===== src/sv/ltht_pkg.sv =====
// ----------------------------------------------------------------------------
// ltht_pkg
// Shared types and constants for the LRU TLB hit tracker.
// ----------------------------------------------------------------------------
package ltht_pkg;

  localparam int DEF_ENTRIES = 64;

  localparam int ADDR_W    = 32;
  localparam int PAGE_OFS  = 10;
  localparam int TAG_W     = 22;
  localparam int PKB_W     = 11;
  localparam int CAP_CFG_W = 7;
  localparam int CFG_IDX_W = 2;

  localparam logic [PKB_W-1:0]     PAGE_KB_RESET = PKB_W'(4);
  localparam logic [CAP_CFG_W-1:0] CAP_RESET     = CAP_CFG_W'(64);

  localparam logic [CFG_IDX_W-1:0] CFG_PAGE_SIZE_KB   = CFG_IDX_W'(0);
  localparam logic [CFG_IDX_W-1:0] CFG_ENTRIES_IN_USE = CFG_IDX_W'(1);

  typedef struct packed {
    logic lookup;
    logic update;
  } ltht_cmd_t;

endpackage


===== src/sv/lru_tlb_hit_tracker.sv =====
// ----------------------------------------------------------------------------
// lru_tlb_hit_tracker
// Fully associative TLB with least-recently-used replacement.
// ----------------------------------------------------------------------------
// Each address transfer is reduced to a page number by dividing the address
// by 1024 times the page size register, then looked up among the valid
// entries; one transfer on the output reports hit or miss and the table is
// updated in LRU order. An accepted item passes through the serial divider,
// one quotient bit a cycle, then a lookup state, an update state and a hold
// state that loads the output register. The input is ready again after that
// load; a result that is still held on the output delays the load of the
// next one for as long as the receiver stalls. Items are handled one at a
// time; a new item is taken while the previous result still waits on the
// output.
module lru_tlb_hit_tracker
  import ltht_pkg::*;
#(
  parameter int ENTRIES = DEF_ENTRIES
)
(
  input  logic                 clk,
  input  logic                 rst_n,
  input  logic                 in_tvalid,
  output logic                 in_tready,
  input  logic [31:0]          in_tdata,   // [31:0] address
  output logic                 out_tvalid,
  input  logic                 out_tready,
  output logic [7:0]           out_tdata,  // [0] hit, [7:1] zero
  input  logic                 cfg_valid,
  output logic                 cfg_ready,
  input  logic [CFG_IDX_W-1:0] cfg_index,
  input  logic [PKB_W-1:0]     cfg_data
);

  typedef enum logic [2:0] {
    ST_IDLE,
    ST_DIV,
    ST_LOOK,
    ST_UPD,
    ST_HOLD
  } state_t;

  state_t               state_r;
  logic                 out_tvalid_r;
  logic                 out_hit_r;
  logic                 hit_r;
  logic [PKB_W-1:0]     page_kb_r;
  logic [CAP_CFG_W-1:0] cap_cfg_r;
  logic [PKB_W-1:0]     divisor;
  logic                 start;
  logic                 div_done;
  logic                 cam_hit;
  logic [TAG_W-1:0]     vpn;
  ltht_cmd_t            cmd;

  assign in_tready  = (state_r == ST_IDLE);
  assign start      = in_tvalid && in_tready;
  assign divisor    = (page_kb_r == '0) ? PKB_W'(1) : page_kb_r;
  assign cmd.lookup = (state_r == ST_LOOK);
  assign cmd.update = (state_r == ST_UPD);
  assign out_tvalid = out_tvalid_r;
  assign out_tdata  = {7'b0, out_hit_r};
  assign cfg_ready  = 1'b1;

  always_ff @(posedge clk) begin
    if (!rst_n) begin
      page_kb_r <= PAGE_KB_RESET;
      cap_cfg_r <= CAP_RESET;
    end else if (cfg_valid && cfg_ready) begin
      unique case (cfg_index)
        CFG_PAGE_SIZE_KB:   page_kb_r <= cfg_data;
        CFG_ENTRIES_IN_USE: cap_cfg_r <= cfg_data[CAP_CFG_W-1:0];
        default:            ;
      endcase
    end
  end

  ltht_div u_div (
    .clk        (clk),
    .rst_n      (rst_n),
    .start_i    (start),
    .dividend_i (in_tdata[ADDR_W-1:PAGE_OFS]),
    .divisor_i  (divisor),
    .done_o     (div_done),
    .quotient_o (vpn)
  );

  ltht_cam #(
    .ENTRIES (ENTRIES)
  ) u_cam (
    .clk       (clk),
    .rst_n     (rst_n),
    .cmd_i     (cmd),
    .vpn_i     (vpn),
    .cap_cfg_i (cap_cfg_r),
    .hit_o     (cam_hit)
  );

  always_ff @(posedge clk) begin
    if (!rst_n) begin
      state_r      <= ST_IDLE;
      out_tvalid_r <= 1'b0;
    end else begin
      if ((state_r == ST_HOLD) && (!out_tvalid_r || out_tready)) begin
        out_tvalid_r <= 1'b1;
      end else if (out_tvalid_r && out_tready) begin
        out_tvalid_r <= 1'b0;
      end
      unique case (state_r)
        ST_IDLE: begin
          if (start) begin
            state_r <= ST_DIV;
          end
        end
        ST_DIV: begin
          if (div_done) begin
            state_r <= ST_LOOK;
          end
        end
        ST_LOOK: begin
          state_r <= ST_UPD;
        end
        ST_UPD: begin
          hit_r   <= cam_hit;
          state_r <= ST_HOLD;
        end
        ST_HOLD: begin
          if (!out_tvalid_r || out_tready) begin
            out_hit_r <= hit_r;
            state_r   <= ST_IDLE;
          end
        end
        default: begin
          state_r <= ST_IDLE;
        end
      endcase
    end
  end

`ifndef SYNTHESIS
  a_result_from_hold: assert property (@(posedge clk) disable iff (!rst_n)
    $rose(out_tvalid_r) |-> $past(state_r == ST_HOLD))
    else $error("result raised outside the hold state");
`endif

endmodule


===== src/sv/ltht_div.sv =====
// ----------------------------------------------------------------------------
// ltht_div
// Serial restoring divider: one quotient bit per cycle through one subtractor.
// ----------------------------------------------------------------------------
module ltht_div
  import ltht_pkg::*;
(
  input  logic             clk,
  input  logic             rst_n,
  input  logic             start_i,
  input  logic [TAG_W-1:0] dividend_i,
  input  logic [PKB_W-1:0] divisor_i,
  output logic             done_o,
  output logic [TAG_W-1:0] quotient_o
);

  localparam int CNT_W = $clog2(TAG_W);

  logic             busy_r;
  logic [CNT_W-1:0] cnt_r;
  logic [PKB_W:0]   rem_r;
  logic [PKB_W:0]   rem_nxt;
  logic [TAG_W-1:0] quo_r;
  logic [PKB_W-1:0] dsr_r;
  logic [PKB_W:0]   trial;
  logic             ge;

  always_comb begin
    trial   = {rem_r[PKB_W-1:0], quo_r[TAG_W-1]};
    ge      = (trial >= {1'b0, dsr_r});
    rem_nxt = ge ? (trial - {1'b0, dsr_r}) : trial;
  end

  assign done_o     = busy_r && (cnt_r == CNT_W'(TAG_W - 1));
  assign quotient_o = quo_r;

  always_ff @(posedge clk) begin
    if (!rst_n) begin
      busy_r <= 1'b0;
      cnt_r  <= '0;
    end else if (start_i) begin
      busy_r <= 1'b1;
      cnt_r  <= '0;
    end else if (busy_r) begin
      busy_r <= !done_o;
      cnt_r  <= cnt_r + CNT_W'(1);
    end
  end

  always_ff @(posedge clk) begin
    if (start_i) begin
      quo_r <= dividend_i;
      rem_r <= '0;
      dsr_r <= divisor_i;
    end else if (busy_r) begin
      quo_r <= {quo_r[TAG_W-2:0], ge};
      rem_r <= rem_nxt;
    end
  end

`ifndef SYNTHESIS
  a_no_restart: assert property (@(posedge clk) disable iff (!rst_n)
    start_i |-> !busy_r)
    else $error("divider restarted while busy");
`endif

endmodule


===== src/sv/ltht_cam.sv =====
// ----------------------------------------------------------------------------
// ltht_cam
// Tag cells with per-entry compare, LRU ranks and occupancy count.
// ----------------------------------------------------------------------------
module ltht_cam
  import ltht_pkg::*;
#(
  parameter int ENTRIES = DEF_ENTRIES
)
(
  input  logic                 clk,
  input  logic                 rst_n,
  input  ltht_cmd_t            cmd_i,
  input  logic [TAG_W-1:0]     vpn_i,
  input  logic [CAP_CFG_W-1:0] cap_cfg_i,
  output logic                 hit_o
);

  localparam int RW = (ENTRIES > 1) ? $clog2(ENTRIES) : 1;
  localparam int CW = $clog2(ENTRIES + 1);

  logic [TAG_W-1:0]   tag_r   [ENTRIES];
  logic [RW-1:0]      rank_r  [ENTRIES];
  logic [RW-1:0]      rank_nxt[ENTRIES];
  logic [ENTRIES-1:0] valid_r;
  logic [ENTRIES-1:0] valid_nxt;
  logic [ENTRIES-1:0] match_r;
  logic [ENTRIES-1:0] match_nxt;
  logic [ENTRIES-1:0] ev;
  logic [ENTRIES-1:0] valid_mid;
  logic [ENTRIES-1:0] free;
  logic [ENTRIES-1:0] ins;
  logic [CW-1:0]      occ_r;
  logic [CW-1:0]      occ_nxt;
  logic [CW-1:0]      occ_last;
  logic [CW-1:0]      cap;
  logic [RW-1:0]      hit_rank;
  logic               hit;
  logic               evict;

  always_comb begin
    if (cap_cfg_i == '0) begin
      cap = CW'(1);
    end else if (32'(cap_cfg_i) > ENTRIES) begin
      cap = CW'(ENTRIES);
    end else begin
      cap = CW'(cap_cfg_i);
    end

    hit      = |match_r;
    evict    = (occ_r >= cap);
    occ_last = occ_r - CW'(1);
    hit_rank = '0;
    for (int i = 0; i < ENTRIES; i++) begin
      match_nxt[i] = valid_r[i] && (tag_r[i] == vpn_i);
      hit_rank     = hit_rank | (match_r[i] ? rank_r[i] : '0);
      ev[i]        = evict && valid_r[i] && (CW'(rank_r[i]) == occ_last);
    end
    valid_mid = valid_r & ~ev;
    free      = ~valid_mid;
    ins       = free & (~free + ENTRIES'(1));

    if (hit) begin
      valid_nxt = valid_r;
      occ_nxt   = occ_r;
      for (int i = 0; i < ENTRIES; i++) begin
        if (match_r[i]) begin
          rank_nxt[i] = '0;
        end else if (valid_r[i] && (rank_r[i] < hit_rank)) begin
          rank_nxt[i] = rank_r[i] + RW'(1);
        end else begin
          rank_nxt[i] = rank_r[i];
        end
      end
    end else begin
      valid_nxt = valid_mid | ins;
      occ_nxt   = (evict && (occ_r != '0)) ? occ_r : (occ_r + CW'(1));
      for (int i = 0; i < ENTRIES; i++) begin
        if (ins[i] || ev[i]) begin
          rank_nxt[i] = '0;
        end else if (valid_mid[i]) begin
          rank_nxt[i] = rank_r[i] + RW'(1);
        end else begin
          rank_nxt[i] = rank_r[i];
        end
      end
    end
  end

  assign hit_o = hit;

  always_ff @(posedge clk) begin
    if (!rst_n) begin
      valid_r <= '0;
      match_r <= '0;
      occ_r   <= '0;
      for (int i = 0; i < ENTRIES; i++) begin
        rank_r[i] <= '0;
      end
    end else begin
      if (cmd_i.lookup) begin
        match_r <= match_nxt;
      end
      if (cmd_i.update) begin
        valid_r <= valid_nxt;
        occ_r   <= occ_nxt;
        for (int i = 0; i < ENTRIES; i++) begin
          rank_r[i] <= rank_nxt[i];
        end
      end
    end
  end

  always_ff @(posedge clk) begin
    for (int i = 0; i < ENTRIES; i++) begin
      if (cmd_i.update && !hit && ins[i]) begin
        tag_r[i] <= vpn_i;
      end
    end
  end

`ifndef SYNTHESIS
  a_occ_matches_valid: assert property (@(posedge clk) disable iff (!rst_n)
    $countones(valid_r) == 32'(occ_r))
    else $error("occupancy count disagrees with valid entries");

  a_single_match: assert property (@(posedge clk) disable iff (!rst_n)
    $onehot0(match_r))
    else $error("more than one entry matched the page");

  a_room_on_miss: assert property (@(posedge clk) disable iff (!rst_n)
    (cmd_i.update && !hit) |-> (ins != '0))
    else $error("miss found no free entry after eviction");
`endif

endmodule

===== config.mk =====
export PLATFORM = sky130hd
export DESIGN_NAME = lru_tlb_hit_tracker
export DESIGN_NICKNAME = d
export VERILOG_FILES = /design/src/sv/ltht_pkg.sv /design/src/sv/lru_tlb_hit_tracker.sv /design/src/sv/ltht_div.sv /design/src/sv/ltht_cam.sv
export SDC_FILE = /design/constraint.sdc
export NUM_CORES = 2
export LEC_CHECK = 0
export ABC_CLOCK_PERIOD_IN_PS = 16900
export BUFFER_PORTS_ARGS = -buffer_cell sky130_fd_sc_hd__buf_2
export CAP_MARGIN = 20
export CORE_UTILIZATION = 40
export CTS_BUF_LIST = sky130_fd_sc_hd__clkbuf_16
export DETAILED_ROUTE_END_ITERATION = 7
export PLACE_DENSITY = 0.65
export SYNTH_ARGS = -nofsm -noshare
export SYNTH_HDL_FRONTEND = slang
export SYNTH_SLANG_ARGS = --single-unit

===== constraint.sdc =====
create_clock -name clk -period 16.9 [get_ports clk]
set_input_delay 3.38 -clock clk [delete_from_list [all_inputs] [get_ports clk]]
set_output_delay 3.38 -clock clk [all_outputs]
set_load 0.02 [all_outputs]

==> results.cfg <==
[outcome]
status = completed

[critical_path]
slowest_stage = a211oi_1
critPathMaxStageDelay_ns = 1.07
cp_data_required_time_ns = 17.40
path_cells = buf_4 -> inv_1 -> ha_4 -> buf_4 -> or3b_1 -> or4_1 -> nand2_8 -> nor2_4 -> buf_4 -> a211oi_1 -> nand3_1 -> or2_1 -> nor3_4 -> nand3_1 -> a211oi_1
r2r_end = u_cam.rank_r[35][1]$_SDFFCE_PN0P_
path_buf_inv = 4
start_kind = flip-flop
end_kind = flip-flop
critPathMaxFanout = 31
crit_path_frequent_cell = buf_4
r2r_setup_slack_ns = 8.34
crit_family = simple AND/OR/NAND/NOR gates
r2r_cells = 15
critPathKind = reg -> reg
crit_arrival_ns = 9.06
rr_startpoint = u_cam.occ_r[1]$_SDFFE_PN0P_

[route]
vias = 75720
post_drt_wl_per_cell_um = 29.87
ant_nets = 0
first_pass_iters = 8
totalWireLength_um = 369100
routed_via_density = 6.128
drt_iter0_drc = 10070
drcViolationCount = 0

[place]
io_buffers = 42
gp_congestion = 1.096
placedCellCount = 11920
dp_hpwl_um = 247400

[sta]
period_minus_slack_ns = 8.561
finalSetupTns_ns = 0
drv_slew = 0
setup_viol = 0
hold_viol_final = 0
whs_ns = 0.4456
timing.fmax_mhz = 116.8
fin_skew_ns = 0.09306
rsz0062_at_grt = no
max_slew_margin_pct = 6.966
period_share_pct = 50.65
tightest_slew_ns = 1.396

[power_and_ir_drop]
clkPwrFrac_pct = 41.0
p_sw_mw = 2.915
power.density_nw_per_um2 = 98.79
p_seq_share_pct = 49.1
p_comb_share_pct = 9.8
p_int_mw = 8.675
leakage_nw = 39.83
ir_drop_v = 0.0001106
finalPower_mw = 11.59
switching_share_pct = 25.15

[synthesis]
synth_warnings = 0
async_reset_ff_share_pct = 0
synth_seq_area_share_pct = 55.67
ys_seq_elements = 2001
ys.flop_type = edfxtp_1
yosysUniqueCellTypes = 105
netlist_instances = 8667
synth_edf_count = 1827
avgSynthCellArea_um2 = 12.09
syn_area_um2 = 104800

[layout]
synthToLayoutAreaGrowth_pct = 11.94
nFillCells = 23170
drive_gt1_share_pct = 9.055
final_cell_count_no_fill = 12360
final_util_pct = 45.13
multiInputGateArea_um2 = 44300
layout.nets = 8980
ff_latch_area_um2 = 58360

[worst_hold_path]
worstHoldEndpoint = out_hit_r$_DFFE_PP_
min_from = hit_r$_DFFE_PP_
hold_class = reg -> reg
hold_path_depth = 0

[floorplan]
rows = 187
io_pins = 61
dieArea_um2 = 264100
fp.dieH_um = 513.9
initial_core_util_pct = 40.32
die_w_um = 513.9
core_area_um2 = 259900

[grt]
antenna_found_initial = 31
grt_pass1_wl_um = 524500
grt_max_degree = 91
gr-total-overflow = 0
grt.total_usage_pct = 27.41
grt_pass1_vias = 71420

[cts]
path_clk_slew_ns = 0.07
h-tree-depth = 4
cts_root_buf = clkbuf_16
cts_hold_buffers = 0
clock_latency_ns = 0.91
post-cts-setup-buffers = 0
cts_tree = done
cts.sinks = 2001
cts_buffers = 208
cts_resized = 0
ctsLongestPathBuffers = 3

[run]
drv_cap = 0
power by group through the flow:
stage	sequential [mW]	clock, mW	combinational (mW)
2_1_floorplan	5.76	0	0.740
3_3_place_gp	5.78	0	1.11
3_5_place_dp	5.79	0	1.15
4_1_cts	5.68	4.83	1.16
5_1_grt	5.69	5.01	1.25
6_report	5.69	4.76	1.14
cell type report:
type / count / share of cell area [%]
clock buffers: 209 / 4.458
clock inverters: 185 / 1.642
multi-input cells: 6011 / 37.76
repair buffers: 345 / 2.344
well taps: 3496 / 3.728
flip-flops and latches: 2001 / 49.74
inverters: 84 / 0.2730
diodes: 25 / 0.05332
cells by family (layout without fill, tap and decap cells):
logic type | Yosys count | in the layout | share of synthesized area (%)
flops | 2001 | 2001 | 55.67
xor+xnor | 2044 | 2044 | 18.05
other cells | 2 | 33 | 0.007165
buf+inv | 661 | 823 | 2.501
compound gates | 1248 | 1248 | 8.089
simple gates | 2378 | 2378 | 11.83
mux | 32 | 32 | 0.3092
fa+ha+maj | 301 | 301 | 3.548
how the worst max path moves through the flow:
stage | slack [ns] | depth (start not counted) | endpoint | startpoint
global placement | 9.30 | 15 | u_cam.tag_r[35][14]$_DFFE_PP_ | u_cam.occ_r[1]$_SDFFE_PN0P_
global route | 8.51 | 15 | u_cam.rank_r[35][0]$_SDFFCE_PN0P_ | u_cam.occ_r[1]$_SDFFE_PN0P_
finish | 8.34 | 15 | u_cam.rank_r[35][1]$_SDFFCE_PN0P_ | u_cam.occ_r[1]$_SDFFE_PN0P_
detailed placement | 9.09 | 15 | u_cam.rank_r[35][3]$_SDFFCE_PN0P_ | u_cam.occ_r[1]$_SDFFE_PN0P_
CTS | 9.03 | 15 | u_cam.rank_r[35][0]$_SDFFCE_PN0P_ | u_cam.occ_r[1]$_SDFFE_PN0P_
floorplan | 7.04 | 22 | u_cam.tag_r[63][0]$_DFFE_PP_ | u_cam.occ_r[0]$_SDFFE_PN0P_
flip-flops by register name, indices dropped and copies added, names as in the netlist:
name	count
out_hit_r	1
u_cam.occ_r	7
u_cam.rank_r	384
u_div.busy_r	1
u_cam.match_r	64
u_cam.tag_r	1408
hit_r	1
u_div.quotient_o	22
cap_cfg_r	7
u_div.rem_r	11
out_tvalid	1
u_div.dsr_r	11
u_div.cnt_r	5
u_cam.valid_r	64
page_kb_r	11
state_r	3
placed cells by master (no fill, tap or decap), drive strengths merged, types with 31 or more instances in the layout:
| master | netlist | routed |
|---|---|---|
| edfxtp | 1827 | 1827 |
| and2 | 31 | 31 |
| nand3 | 260 | 260 |
| xor2 | 1249 | 1249 |
| a22o | 90 | 90 |
| or3 | 47 | 47 |
| a221oi | 104 | 104 |
| xnor2 | 721 | 721 |
| clkinv | 3 | 89 |
| inv | 81 | 137 |
| and3 | 64 | 64 |
| o21ai | 273 | 273 |
| nand4 | 282 | 282 |
| a211oi | 52 | 52 |
| o211ai | 44 | 44 |
| dfxtp | 174 | 174 |
| nor3 | 236 | 236 |
| ha | 278 | 278 |
| clkbuf | 425 | 212 |
| a31oi | 36 | 36 |
| nor2 | 575 | 575 |
| nor4 | 343 | 343 |
| bufinv | 0 | 31 |
| a21oi | 310 | 310 |
| nand2b | 49 | 49 |
| buf | 152 | 342 |
| nand2 | 311 | 311 |
| nor2b | 54 | 54 |
| xnor3 | 74 | 74 |
cell usage after synthesis, types with 18 or more instances:
library cell	number	area share, %
o211ai_1	44	0.32
nor2b_1	54	0.32
maj3_1	22	0.21
a221oi_1	104	0.87
o31ai_1	29	0.21
nand2_1	310	1.1
or3_1	46	0.27
inv_1	80	0.29
and3_1	64	0.38
nor3_1	233	1.1
a211oi_1	51	0.37
nand3_1	260	1.2
buf_2	49	0.23
clkbuf_1	425	1.5
xnor3_1	74	1.6
nor2_1	573	2.1
or4_1	20	0.14
mux2i_1	29	0.28
and2_1	30	0.18
a2111oi_0	28	0.23
xor2_1	1249	10
ha_1	278	3.3
nand2b_1	49	0.29
edfxtp_1	1827	52
a21boi_0	24	0.17
xnor2_1	721	6.0
o311ai_0	20	0.17
a22o_1	90	0.75
buf_1	84	0.30
a31oi_1	35	0.21
nand4_1	282	1.7
nor3b_1	22	0.16
o21ai_0	266	1.3
nand4b_1	18	0.15
o21a_1	28	0.20
dfxtp_1	174	3.3
nor4_1	335	2.0
a21oi_1	310	1.5
per-layer routing:
layer	vias to the layer above	global-route usage (%)	share of wire, %
li1	32130	-	-
met1	37770	37.01	41
met2	4522	40.46	42
met3	1281	6.459	10
met4	16	15.14	6.5
met5	-	0	0.030
metrics by stage:
stage	instance area (um^2)	setup WS (ns)
floorplan	104800	7.039
global placement	109800	9.299
detailed placement	109900	9.093
CTS	117100	9.027
global route	117300	8.513
finish	117300	8.339
Power figures use the tool's default switching activity.
